**src/rtl/line_column_locator_top_defines.svh**
```systemverilog
// Assertion helpers used by the locator top level.
`ifndef LINE_COLUMN_LOCATOR_TOP_DEFINES_SVH
`define LINE_COLUMN_LOCATOR_TOP_DEFINES_SVH

// Same-cycle implication, checked outside reset.
`define LCL_ASSERT_NOW(label, clk, rst, ante, cons, msg) \
   label: assert property (@(posedge clk) disable iff (rst) (ante) |-> (cons)) \
      else $error(msg);

// Next-cycle implication, checked outside reset.
`define LCL_ASSERT_NEXT(label, clk, rst, ante, cons, msg) \
   label: assert property (@(posedge clk) disable iff (rst) (ante) |=> (cons)) \
      else $error(msg);

`endif

```
**src/rtl/lcl_pkg.sv**
```systemverilog
`timescale 1ns / 1ps
`default_nettype none

package lcl_pkg;

   localparam int MAX_LINES   = 1024;
   localparam int OFFSET_BITS = 20;
   localparam int ADDR_BITS   = $clog2(MAX_LINES);
   localparam int COUNT_BITS  = $clog2(MAX_LINES + 1);
   localparam int LEN_BITS    = OFFSET_BITS + 1;
   localparam int LINE_BITS   = 11;
   localparam int COL_BITS    = 21;

   localparam logic [7:0] CHAR_CR = 8'h0D;
   localparam logic [7:0] CHAR_LF = 8'h0A;

   localparam logic [1:0] REQ_CLEAR  = 2'd0;
   localparam logic [1:0] REQ_APPEND = 2'd1;
   localparam logic [1:0] REQ_QUERY  = 2'd2;

   localparam logic [1:0] STATUS_OK       = 2'd0;
   localparam logic [1:0] STATUS_RANGE    = 2'd1;
   localparam logic [1:0] STATUS_OVERFLOW = 2'd2;

   typedef struct packed {
      logic [1:0]             req_type;
      logic [7:0]             data_byte;
      logic [OFFSET_BITS-1:0] query_offset;
   } req_word_type;

   typedef struct packed {
      logic [7:0]           out_byte;
      logic                 byte_valid;
      logic [LINE_BITS-1:0] line_number;
      logic [COL_BITS-1:0]  column_number;
      logic [1:0]           status;
      logic                 last;
   } rsp_word_type;

   // Write port of the LF offset table.
   typedef struct packed {
      logic                   en;
      logic [ADDR_BITS-1:0]   addr;
      logic [OFFSET_BITS-1:0] data;
   } ram_wr_type;

   // Search launch from the controller.
   typedef struct packed {
      logic                   start;
      logic [OFFSET_BITS-1:0] offset;
      logic [COUNT_BITS-1:0]  count;
   } search_cmd_type;

   // Search completion back to the controller.
   typedef struct packed {
      logic                 done;
      logic [LINE_BITS-1:0] line;
      logic [COL_BITS-1:0]  column;
   } search_rsp_type;

endpackage

`default_nettype wire

```
**src/rtl/lcl_search.sv**
```systemverilog
`timescale 1ns / 1ps
`default_nettype none

module lcl_search
   import lcl_pkg::*;
(
   input  wire logic                   clock,
   input  wire logic                   reset,
   input  wire search_cmd_type         cmd,
   output search_rsp_type              rsp,
   output logic                        rd_en,
   output logic      [ADDR_BITS-1:0]   rd_addr,
   input  wire logic [OFFSET_BITS-1:0] rd_data
);

   typedef enum logic [3:0] {
      SR_IDLE  = 4'b0001,
      SR_PROBE = 4'b0010,
      SR_CMP   = 4'b0100,
      SR_COL   = 4'b1000
   } sr_state_type;

   sr_state_type           state_ff, state_in;
   logic [COUNT_BITS-1:0]  lo_ff, lo_in;
   logic [COUNT_BITS-1:0]  hi_ff, hi_in;
   logic [OFFSET_BITS-1:0] off_ff, off_in;

   logic [COUNT_BITS:0]   sum;
   logic [COUNT_BITS-1:0] mid;
   logic [COUNT_BITS-1:0] lo_prev;
   logic [LEN_BITS-1:0]   diff;
   logic                  entry_less;
   logic                  open_range;

   // One subtractor serves both the probe compare and the column after a recorded LF.
   assign sum        = {1'b0, lo_ff} + {1'b0, hi_ff};
   assign mid        = sum[COUNT_BITS:1];
   assign lo_prev    = lo_ff - COUNT_BITS'(1);
   assign diff       = {1'b0, off_ff} - {1'b0, rd_data};
   assign entry_less = !diff[OFFSET_BITS] && (diff != '0);
   assign open_range = lo_ff < hi_ff;

   assign rd_addr = open_range ? mid[ADDR_BITS-1:0] : lo_prev[ADDR_BITS-1:0];
   assign rd_en   = (state_ff == SR_PROBE);

   always_comb begin
      state_in   = state_ff;
      lo_in      = lo_ff;
      hi_in      = hi_ff;
      off_in     = off_ff;
      rsp.done   = 1'b0;
      rsp.line   = LINE_BITS'(lo_ff) + LINE_BITS'(1);
      rsp.column = diff;
      case (state_ff)
         SR_IDLE: begin
            if (cmd.start) begin
               lo_in    = '0;
               hi_in    = cmd.count;
               off_in   = cmd.offset;
               state_in = SR_PROBE;
            end
         end
         SR_PROBE: begin
            if (open_range) begin
               state_in = SR_CMP;
            end else if (lo_ff == '0) begin
               rsp.done   = 1'b1;
               rsp.column = {1'b0, off_ff} + LEN_BITS'(1);
               state_in   = SR_IDLE;
            end else begin
               state_in = SR_COL;
            end
         end
         SR_CMP: begin
            if (entry_less) begin
               lo_in = mid + COUNT_BITS'(1);
            end else begin
               hi_in = mid;
            end
            state_in = SR_PROBE;
         end
         SR_COL: begin
            rsp.done = 1'b1;
            state_in = SR_IDLE;
         end
         default: begin
            state_in = SR_IDLE;
         end
      endcase
   end

   always_ff @(posedge clock) begin
      if (reset) begin
         state_ff <= SR_IDLE;
      end else begin
         state_ff <= state_in;
      end
   end

   always_ff @(posedge clock) begin
      lo_ff  <= lo_in;
      hi_ff  <= hi_in;
      off_ff <= off_in;
   end

endmodule

`default_nettype wire

```
**config.mk**
```make
export PLATFORM = sky130hd
export DESIGN_NAME = lcl_search
export DESIGN_NICKNAME = d
export VERILOG_FILES = /design/src/rtl/line_column_locator_top_defines.svh /design/src/rtl/lcl_pkg.sv /design/src/rtl/lcl_search.sv
export SDC_FILE = /design/constraint.sdc
export NUM_CORES = 1
export LEC_CHECK = 0
export BUFFER_PORTS_ARGS = -buffer_cell sky130_fd_sc_hd__buf_4
export CORE_MARGIN = 4
export CORE_UTILIZATION = 35
export DETAILED_ROUTE_END_ITERATION = 10
export PLACE_DENSITY_LB_ADDON = 0.3
export SLEW_MARGIN = 0
export SYNTH_ARGS = -nofsm -noshare
export SYNTH_HDL_FRONTEND = slang
export SYNTH_SLANG_ARGS = --single-unit
```
**constraint.sdc**
```tcl
create_clock -name clock -period 4.9 [get_ports clock]
set_clock_uncertainty 0.1 [all_clocks]
set_input_delay 0.98 -clock clock [delete_from_list [all_inputs] [get_ports clock]]
set_output_delay 0.98 -clock clock [all_outputs]
set_load 0.02 [all_outputs]
```
==> reports/qor.csv, run 1 <==
metric;value;unit
outcome;finished, final reports clean;
Post-synth EDFFs;42;
Yosys cell types;66;
most frequent cells in the layout;buf_4 (107), nand2_1 (54), nor2_1 (49), inv_1 (47), ha_1 (44);
die width;124;um
Max transition margin;0.472;
slew at the pin closest to its max-slew limit;0.787;ns
Max Freq;0.219;GHz
via count;4438;
CP Class;flop to output pin;
clock buffer depth;2;
nets@finish;754;
largest net degree at the start of global routing;31;
Overall Power;0.00162;W
syn nets;659;
TNS Setup;0;ns
share of the cycle needed by the critical path after routing;0.933;
pwr/cell area;277;nW/um2
First-pass DRT Iterations;5;
post-CTS resize count;0;
routed wire length;13500;um
Final ANT Viol Nets;0;
DPL Wire Length;10900;um
GRT overflow;0;
maxcap violations;0;
first-pass GRT wire length;21900;um
most common cell after layout, fill and taps aside;buf_4;
Clock Latency Late Sink;0.29;ns
synthesis-to-layout area growth;24.0;%
WL/cell;16.2;um
worst min path class;flop to flop;
Synthesis Warnings;0;
antenna violations before repair;0;
slowest cell on the critical path;edfxtp_1;
Leakage Power;2.54;nW
row count;42;
crit path DAT;3.49;ns
die height;124;um
mapped cell area;4740;um2
largest stage delay on the critical path;0.61;ns
commonest register cell after synthesis;edfxtp_1;
Vias/cell;5.34;
die area;15500;um2
CP Cell Sequence;fa_1, and2b_2, o21ai_0, a21boi_0, o21ai_0, a211oi_1, a2111oi_2, buf_4, a21oi_1, buf_4;
vias in the first global route;4467;
worst r2r src;off_ff[0]$_DFFE_PP_;
crit end category;output pin;
ratio of cells with drive above 1 in the final layout;0.212;
Iteration-0 DRC Markers;242;
Port Buffers;97;
async set-reset flop share out of synthesis;0;
# clock sinks;46;
crit-path max FO;12;
synthesized area per cell;8.48;um2
CTS tree;built;
Mapped Cells;559;
DRC;0;
hold_sp;state_ff[3]$_SDFFE_PP0P_;
Diodes inserted;0;
Final Util;0.444;
Placer Congestion;0.911;
postcts setup bufs;0;
startpoint types;flop;
flops & latches, synth;46;
CP Launch Point;lo_ff[1]$_SDFFCE_PP0P_;
Min Clock Period, post-route;4.57;ns
Initial Utilization;0.358;
Slew Viols, Final;0;
CTS H-tree lvls;2;
Critical Path RT;3.82;ns
RSZ-0062 raised after global routing;false;
CTS Buf Count;5;
Clock Tree Root;clkbuf_16;
num ports;98;
Final setup viols;0;
# hold bufs at CTS;0;
core area;13200;um2
gr usage total;0.169;
sequential-to-total area share from yosys stat;0.283;
clock-pin slew on the worst setup and hold paths;0.07;ns
peak supply drop;0.166;mV
Hold Fails Final Rpt;0;
[final timing paths]
check / endpoint / slack [ns] / depth (start not counted)
setup reg to reg: lo_ff[0]$_SDFFCE_PP0P_ / 1.11 / 12
hold / removal: state_ff[3]$_SDFFE_PP0P_ / 0.69 / 4
setup / recovery: rd_addr[9] / 0.33 / 10
hold reg to reg: state_ff[3]$_SDFFE_PP0P_ / 0.69 / 4
[cell type report]
| type | count | area [um2] |
|---|---|---|
| clock buffers | 5 | 125 |
| clock inverters | 3 | 45.0 |
| fillers | 1356 | 7370 |
| inverters | 48 | 180 |
| multi-input cells | 446 | 3160 |
| flip-flops and latches | 46 | 1340 |
| well taps | 176 | 220 |
| repair buffers | 107 | 803 |
[Yosys cell counts (all sizes together), types with 2 or more instances]
cell type   n  area [um2]
a2111oi     3        32.5
a211o       2        18.8
a211oi      7        52.6
a21boi      2        15.0
a21o        7        52.6
a21oi      35         175
a221oi      2        35.0
a31oi       3        18.8
and2        6        37.5
and3       13        81.3
and4        3        26.3
buf         2        10.0
clkbuf     17        63.8
dfxtp       4        80.1
edfxtp     42        1260
fa          2        40.0
ha         44         551
inv        48         180
mux2        5        56.3
mux2i      19         190
nand2      54         203
nand2b      6        37.5
nand3      18        90.1
nand3b      3        22.5
nand4       5        31.3
nor2       51         194
nor3        8        45.0
nor3b       3        22.5
nor4        5        31.3
nor4b       3        26.3
o211ai      3        22.5
o21a        2        15.0
o21ai      32         160
o21bai      2        15.0
o221ai      3        26.3
o31ai       5        37.5
or2         5        31.3
or3         3        18.8
or4         3        26.3
xnor2      41         359
xor2       21         184
[worst max-delay path, delay by kind of cell, from the launching register on]
| kind | cells | cell delay [ns] |
|---|---|---|
| AOI/OAI and AO/OA | 6 | 1.46 |
| DFF | 1 | 0.61 |
| adders and majority gates | 1 | 0.52 |
| buffers and inverters | 2 | 0.38 |
| and+or+nand+nor | 1 | 0.23 |
[power by group]
group          switching (W)  internal, W  total [W]  leakage (nW)
combinational       0.000425     0.000310   0.000734          2.03
sequential         0.0000348     0.000461   0.000496         0.437
clock               0.000154     0.000241   0.000394        0.0760
total               0.000613      0.00101    0.00162          2.54
[metrics by stage]
step | setup WS (ns) | hold WS (ns) | instance area [um2] | instances
finish | 0.328 | 0.689 | 5870 | 831
global route | 0.169 | 0.730 | 5870 | 831
CTS | 0.332 | 0.682 | 5870 | 831
detailed placement | 0.542 | 0.673 | 5700 | 823
global placement | 0.593 | 0.641 | 5700 | 823
floorplan | 0.784 | 0.551 | 4740 | 559
[sequential cells by signal, indices dropped and copies added (netlist names)]
signal    count
hi_ff        11
state_ff      4
lo_ff        11
off_ff       20
[layer usage]
metal	up-vias	part of all wire	global-route usage
met5	-	0	0
met1	2111	0.43	0.207
met4	0	0.012	0.0406
met2	132	0.50	0.305
li1	2183	-	-
met3	12	0.055	0.0334
[cells by family (layout without fill, tap and decap cells)]
kind of cell / count (synthesis) / in the layout / synth area share
mux: 24 / 24 / 0.0520
compound gates: 120 / 120 / 0.167
flops: 46 / 46 / 0.283
xor+xnor: 62 / 62 / 0.115
buf+inv: 67 / 163 / 0.0536
simple gates: 194 / 194 / 0.205
fa+ha+maj: 46 / 46 / 0.125
(Power assumes the default switching activity.)
==> run 2: changes to the inputs <==
--- a/config.mk
+++ b/config.mk
@@ -5,6 +5,7 @@
 export SDC_FILE = /design/constraint.sdc
 export NUM_CORES = 1
 export LEC_CHECK = 0
+export ABC_AREA = 1
 export BUFFER_PORTS_ARGS = -buffer_cell sky130_fd_sc_hd__buf_4
 export CORE_MARGIN = 4
 export CORE_UTILIZATION = 35
==> run 2 against run 1 <==
  * Combinational power down 1%
  * Non-clock buffer count is 6 lower
  * Core utilization fell by 0.93 points
  * Fmax rose by 12%
  * Area after synthesis is 11% higher
  * Sequential power about the same
  * Critical endpoint is now rsp[18]
  * Critical path depth stayed put
  * Die area up 11%
  * Largest cell class unchanged
==> reports/qor.csv, run 2 <==
metric;value;unit;change
post-CTS resize count;0;;unchanged
most frequent cells after synthesis;nand2_1 (215), inv_1 (147), nor2_1 (62), nand3_1 (45), ha_1 (44);;
async set-reset flop share out of synthesis;0;;unchanged
routed wire length;14500;um;+7.7%
most frequent cells in the layout;nand2_1 (215), inv_1 (147), buf_4 (101), nor2_1 (61), nand3_1 (45);;
Post-synth EDFFs;42;;unchanged
DPL Wire Length;12300;um;+13%
die height;131;um;+5.2%
crit end category;output pin;;
Reg2Reg Depth;17;;+5
Final setup viols;0;;unchanged
commonest register cell after synthesis;edfxtp_1;;
worst r2r src;off_ff[0]$_DFFE_PP_;;
DRC;0;;unchanged
max reg flops;20;;unchanged
CTS H-tree lvls;2;;unchanged
share of the cycle needed by the critical path after routing;0.833;;-0.100
slew at the pin closest to its max-slew limit;0.712;ns;-0.0750 ns
startpoint types;flop;;
Port Buffers;97;;unchanged
First-pass DRT Iterations;5;;unchanged
WL/cell;13.6;um;-16%
CTS Buf Count;5;;unchanged
flops & latches, synth;46;;unchanged
# hold bufs at CTS;0;;unchanged
gr usage total;0.165;;-0.00382
worst min path class;flop to flop;;
Yosys cell types;51;;-23%
postcts setup bufs;0;;unchanged
CP Launch Point;lo_ff[7]$_SDFFCE_PP0P_;;
TNS Setup;0;ns;unchanged
Max Freq;0.245;GHz;+12%
Placer Congestion;0.901;;-1.1%
register with the most flip-flops;off_ff;;
Clock Tree Root;clkbuf_16;;
largest net degree at the start of global routing;31;;unchanged
number of fillers in the final layout;1538;;+13%
synthesized area per cell;6.73;um2;-21%
peak supply drop;0.174;mV;+4.4%
most common cell after layout, fill and taps aside;nand2_1;;
clock buffer depth;2;;unchanged
maxcap violations;0;;unchanged
via count;5028;;+13%
ratio of cells with drive above 1 in the final layout;0.185;;-0.0276
pwr/cell area;251;nW/um2;-9.2%
first-pass GRT wire length;22400;um;+2.0%
crit-path max FO;30;;+18
vias in the first global route;4756;;+6.5%
setup ws final;0.820;ns;+0.491 ns
nets@finish;982;;+30%
Final ANT Viol Nets;0;;unchanged
Overall Power;0.00160;W;-1.6%
CP Class;flop to output pin;;
outcome;finished, final reports clean;;
Setup crit end;rsp[18];;
top flop regs;off_ff (20), hi_ff (11), lo_ff (11);;
GRT overflow;0;;unchanged
Vias/cell;4.71;;-12%
Hold Fails Final Rpt;0;;unchanged
clock-pin slew on the worst setup and hold paths;0.06;ns;about the same
# clock sinks;46;;unchanged
Synthesis Warnings;0;;unchanged
num ports;98;;unchanged
crit path DAT;3.00;ns;-0.49 ns
Leakage Power;3.35;nW;+32%
syn nets;885;;+34%
synthesis-to-layout area growth;20.4;%;
Area contributors post-synth;edfxtp_1 (24%), nand2_1 (15%), inv_1 (10%), ha_1 (10%), nor2_1 (4.4%);;
final instance area;6360;um2;+8.3%
Initial Utilization;0.361;;+0.00293
mapped cell area;5280;um2;+11%
Mapped Cells;785;;+40%
sequential-to-total area share from yosys stat;0.254;;-0.0292
Clock Latency Late Sink;0.29;ns;about the same
Slew Viols, Final;0;;unchanged
R2R setup slack;1.68;ns;+0.57 ns
Critical Path RT;3.82;ns;about the same
count leader, synth;nand2_1;;
row count;44;;+4.8%
Max transition margin;0.521;;+0.0494
Min Clock Period, post-route;4.08;ns;-0.491 ns
Final Util;0.434;;-0.00929
Iteration-0 DRC Markers;282;;+17%
reg2reg end;hi_ff[10]$_DFFE_PP_;;
die area;17100;um2;+11%
CTS tree;built;;
Diodes inserted;0;;unchanged
share of the synthesized area in the top cell type;0.239;;-0.0274
core area;14600;um2;+11%
cell taking the most area after synthesis;edfxtp_1;;
antenna violations before repair;0;;unchanged
die width;131;um;+5.2%
pre-CTS setup slack;0.947;ns;+0.405 ns
RSZ-0062 raised after global routing;false;;
Placed Area;6200;um2;+8.6%
## run 2: cell types whose count changed after synthesis, moves of 8 or more
cell,change
and3_1,-12
clkbuf_1,-14
inv_1,+100
inv_2,+9
mux2i_1,-18
nand2_1,+161
nand2_2,+11
nand3_1,+27
nor2_1,+12
nor2_2,+8
o21ai_1,+18
xnor2_1,-33
## run 2: worst max-delay path, stage by stage (launching register included)
cell	delay, ns
edfxtp_1	0.54
ha_1	0.41
inv_1	0.09
nor3_1	0.25
o211ai_1	0.13
nand3_1	0.12
nand2_2	0.36
inv_2	0.36
a21oi_1	0.08
a21oi_1	0.18
buf_4	0.18
## run 2: cells by family (layout without fill, tap and decap cells)
group                      after synthesis  count (layout)  synth area share
DFF                                     46              46             0.254
adders and majority gates               46              46             0.112
and+or+nand+nor                        392             392             0.342
AOI/OAI and AO/OA                       95              95            0.0981
xor gates and xnor gates                35              35            0.0644
buffers and inverters                  170             268             0.128
muxes                                    1               1           0.00189
## run 2: layer usage
metal,share of wire,GRT usage,up-vias
met5,0,0,-
met1,0.44,0.206,2224
met4,0.015,0.0375,0
li1,-,-,2682
met3,0.041,0.0159,18
met2,0.51,0.308,104
## run 2: worst min-delay path by stage
stage	start	end	slack (ns)	cells past startpoint
3_3_place_gp	state_ff[1]$_SDFFE_PP0P_	state_ff[3]$_SDFFE_PP0P_	0.53	4
4_1_cts	state_ff[1]$_SDFFE_PP0P_	state_ff[3]$_SDFFE_PP0P_	0.54	4
5_1_grt	state_ff[1]$_SDFFE_PP0P_	state_ff[3]$_SDFFE_PP0P_	0.58	4
2_1_floorplan	state_ff[1]$_SDFFE_PP0P_	state_ff[3]$_SDFFE_PP0P_	0.51	4
3_5_place_dp	state_ff[1]$_SDFFE_PP0P_	state_ff[3]$_SDFFE_PP0P_	0.53	4
6_report	state_ff[1]$_SDFFE_PP0P_	state_ff[3]$_SDFFE_PP0P_	0.54	4
## run 2: through the flow
stage | instances | hold WS [ns]
floorplan | 785 | 0.514
global placement | 1059 | 0.531
detailed placement | 1059 | 0.529
CTS | 1067 | 0.542
global route | 1067 | 0.578
finish | 1067 | 0.538
## run 2: cell type report
| type | instances | area [um2] | share of cell area |
|---|---|---|---|
| Tap cell | 184 | 230 | 0.0362 |
| Inverter | 159 | 597 | 0.0939 |
| Sequential cell | 46 | 1340 | 0.211 |
| Clock inverter | 1 | 30.0 | 0.00472 |
| Multi-Input combinational cell | 569 | 3270 | 0.514 |
| Clock buffer | 7 | 133 | 0.0209 |
| Timing Repair Buffer | 101 | 758 | 0.119 |
## run 2: where the power goes
group	switching (W)	internal, W	leakage (nW)
registers	0.0000338	0.000461	0.437
clock network	0.000136	0.000241	0.0781
logic	0.000454	0.000271	2.84
==> run 3: changes to the inputs <==
--- a/config.mk
+++ b/config.mk
@@ -5,7 +5,7 @@
 export SDC_FILE = /design/constraint.sdc
 export NUM_CORES = 1
 export LEC_CHECK = 0
-export ABC_AREA = 1
+export ABC_AREA = 0
 export BUFFER_PORTS_ARGS = -buffer_cell sky130_fd_sc_hd__buf_4
 export CORE_MARGIN = 4
 export CORE_UTILIZATION = 35
==> constraint.sdc (replaced) <==
create_clock -name clock -period 3.4 [get_ports clock]
set_clock_uncertainty 0.1 [all_clocks]
set_input_delay 0.68 -clock clock [delete_from_list [all_inputs] [get_ports clock]]
set_output_delay 0.68 -clock clock [all_outputs]
set_load 0.02 [all_outputs]
==> run 3 against run 2 <==
  * The run now ends with negative setup slack left
  * Combinational power is 120% higher
  * Die area down 9.7%
  * Setup slack lost 1.0 ns
  * Flip-flop and latch count stayed put
  * Sequential share of layout area shrank 3.7 points
  * Core utilization is 15 points higher
  * Largest cell class unchanged
  * Total power grew 76%
  * Register-to-register slack got worse by 1.7 ns
  * Critical path depth rose by 3
  * Sequential power up 41%
  * Highest routed layer unchanged
==> reports/qor.csv, run 3 (synthesis results as in run 1) <==
metric;value;unit;change
outcome;complete, but fails checks;;
failing checks;negative setup slack;;
Diodes inserted;0;;unchanged
Initial Utilization;0.358;;-0.00293
CTS H-tree lvls;2;;unchanged
peak supply drop;0.226;mV;+30%
worst min path class;primary input to flop;;
Hold Fails Final Rpt;0;;unchanged
Iteration-0 DRC Markers;338;;+20%
number of fillers in the final layout;1121;;-27%
Vias/cell;5.29;;+12%
max reg flops;20;;unchanged
Sequential Area;1340;um2;unchanged
largest net degree at the start of global routing;30;;-3.2%
crit end category;output pin;;
Max Freq;0.277;GHz;
Port Buffers;97;;unchanged
die width;124;um;-5.0%
GRT overflow;0;;unchanged
die height;124;um;-5.0%
register with the most flip-flops;off_ff;;
First-pass DRT Iterations;5;;unchanged
setup ws final;-0.214;ns;-1.03 ns
gr usage total;0.193;;+0.0279
slew at the pin closest to its max-slew limit;0.494;ns;-0.218 ns
Final ANT Viol Nets;0;;unchanged
vias in the first global route;5136;;+8.0%
maxcap violations;0;;unchanged
core area;13200;um2;-9.6%
Final setup viols;45;;+45
WL/cell;17.1;um;+26%
crit-path max FO;2;;-93%
via count;5075;;+0.93%
nets@finish;882;;-10%
Overall Power;0.00281;W;+76%
Placer Congestion;0.910;;+0.98%
DPL Wire Length;11300;um;-7.6%
# clock sinks;46;;unchanged
Min Clock Period, post-route;3.61;ns;
Max transition margin;0.670;;+0.149
RSZ-0062 raised after global routing;true;;
TNS Setup;-4.77;ns;-4.77 ns
Slew Viols, Final;0;;unchanged
Clock Tree Root;clkbuf_16;;
Critical Path RT;2.62;ns;-1.20 ns
antenna violations before repair;0;;unchanged
Hold Slack;0.463;ns;-0.0753 ns
row count;42;;-4.5%
multi-input logic area;3860;um2;+18%
synthesis-to-layout area growth;63.1;%;
crit path DAT;2.83;ns;-0.17 ns
clock buffer depth;2;;unchanged
die area;15500;um2;-9.7%
startpoint types;primary input;;
share of the cycle needed by the critical path after routing;1.06;;
num ports;98;;unchanged
Clock Latency Late Sink;0.29;ns;about the same
CTS Buf Count;5;;unchanged
clock-pin slew on the worst setup and hold paths;0.07;ns;about the same
Leakage Power;3.35;nW;about the same
first-pass GRT wire length;25100;um;+12%
DRC;0;;unchanged
routed wire length;16400;um;+13%
most frequent cells in the layout;buf_4 (196), nand2_1 (51), nor2_1 (44), edfxtp_1 (42), inv_1 (40);;
CTS tree;built;;
ratio of cells with drive above 1 in the final layout;0.460;;+0.275
pwr/cell area;363;nW/um2;+45%
most common cell after layout, fill and taps aside;buf_4;;
CP Class;primary input to output pin;;
top flop regs;off_ff (20), hi_ff (11), lo_ff (11);;
## run 3: layer usage
layer	vias up	track usage	wire [um]	part of all wire
li1	2444	-	-	-
met1	2449	0.241	6800	0.41
met2	156	0.341	8430	0.51
met3	26	0.0304	795	0.048
met4	0	0.0613	378	0.023
met5	-	0	0	0
## run 3: repair_timing
| action | in CTS | in global routing |
|---|---|---|
| pin swaps | 28 | 49 |
| setup endpoints to repair | 54 | 55 |
| setup buffers | 23 | 19 |
| hold buffers | 0 | 0 |
| resized for setup | 76 | 101 |
| gates cloned | 4 | 1 |
## run 3: metrics by stage
step / util / instance area (um2) / worst slack [ns] / cells
after floorplan: - / 4790 / -0.0113 / 559
after global placement: 0.484 / 6410 / -0.349 / 907
after detailed placement: 0.484 / 6410 / -0.423 / 907
after CTS: 0.540 / 7160 / -0.254 / 942
after global routing: 0.584 / 7730 / -0.357 / 959
final: 0.584 / 7730 / -0.214 / 959
## run 3: critical path, stage by stage
cell	delay, ns
buf_6	0.10
inv_4	0.05
ha_4	0.20
o211a_1	0.25
a21boi_4	0.16
o31ai_2	0.18
buf_4	0.17
a21oi_4	0.06
buf_6	0.12
o41a_1	0.43
xnor2_2	0.15
mux2i_1	0.14
buf_4	0.16
## run 3: report_power, final
group          internal, W  switching, W
clock             0.000271      0.000220
sequential        0.000664     0.0000356
combinational     0.000798      0.000819
## run 3: path summary, 6_finish.rpt
path                            startpoint  depth (start not counted)                  endpoint  slack (ns)
setup / recovery                rd_data[2]                         13                   rsp[19]       -0.21
hold / removal                     cmd[20]                          1       off_ff[9]$_DFFE_PP_        0.46
setup reg to reg       off_ff[0]$_DFFE_PP_                         13        hi_ff[9]$_DFFE_PP_       -0.05
hold reg to reg   state_ff[3]$_SDFFE_PP0P_                          4  state_ff[3]$_SDFFE_PP0P_        0.69
## run 3: area by class of cell
type                    count  share of cell area
clock buffers               6              0.0167
clock inverters             2             0.00130
inverters                  48              0.0240
multi-input cells         447               0.500
flip-flops and latches     46               0.174
well taps                 176              0.0285
repair buffers            234               0.256
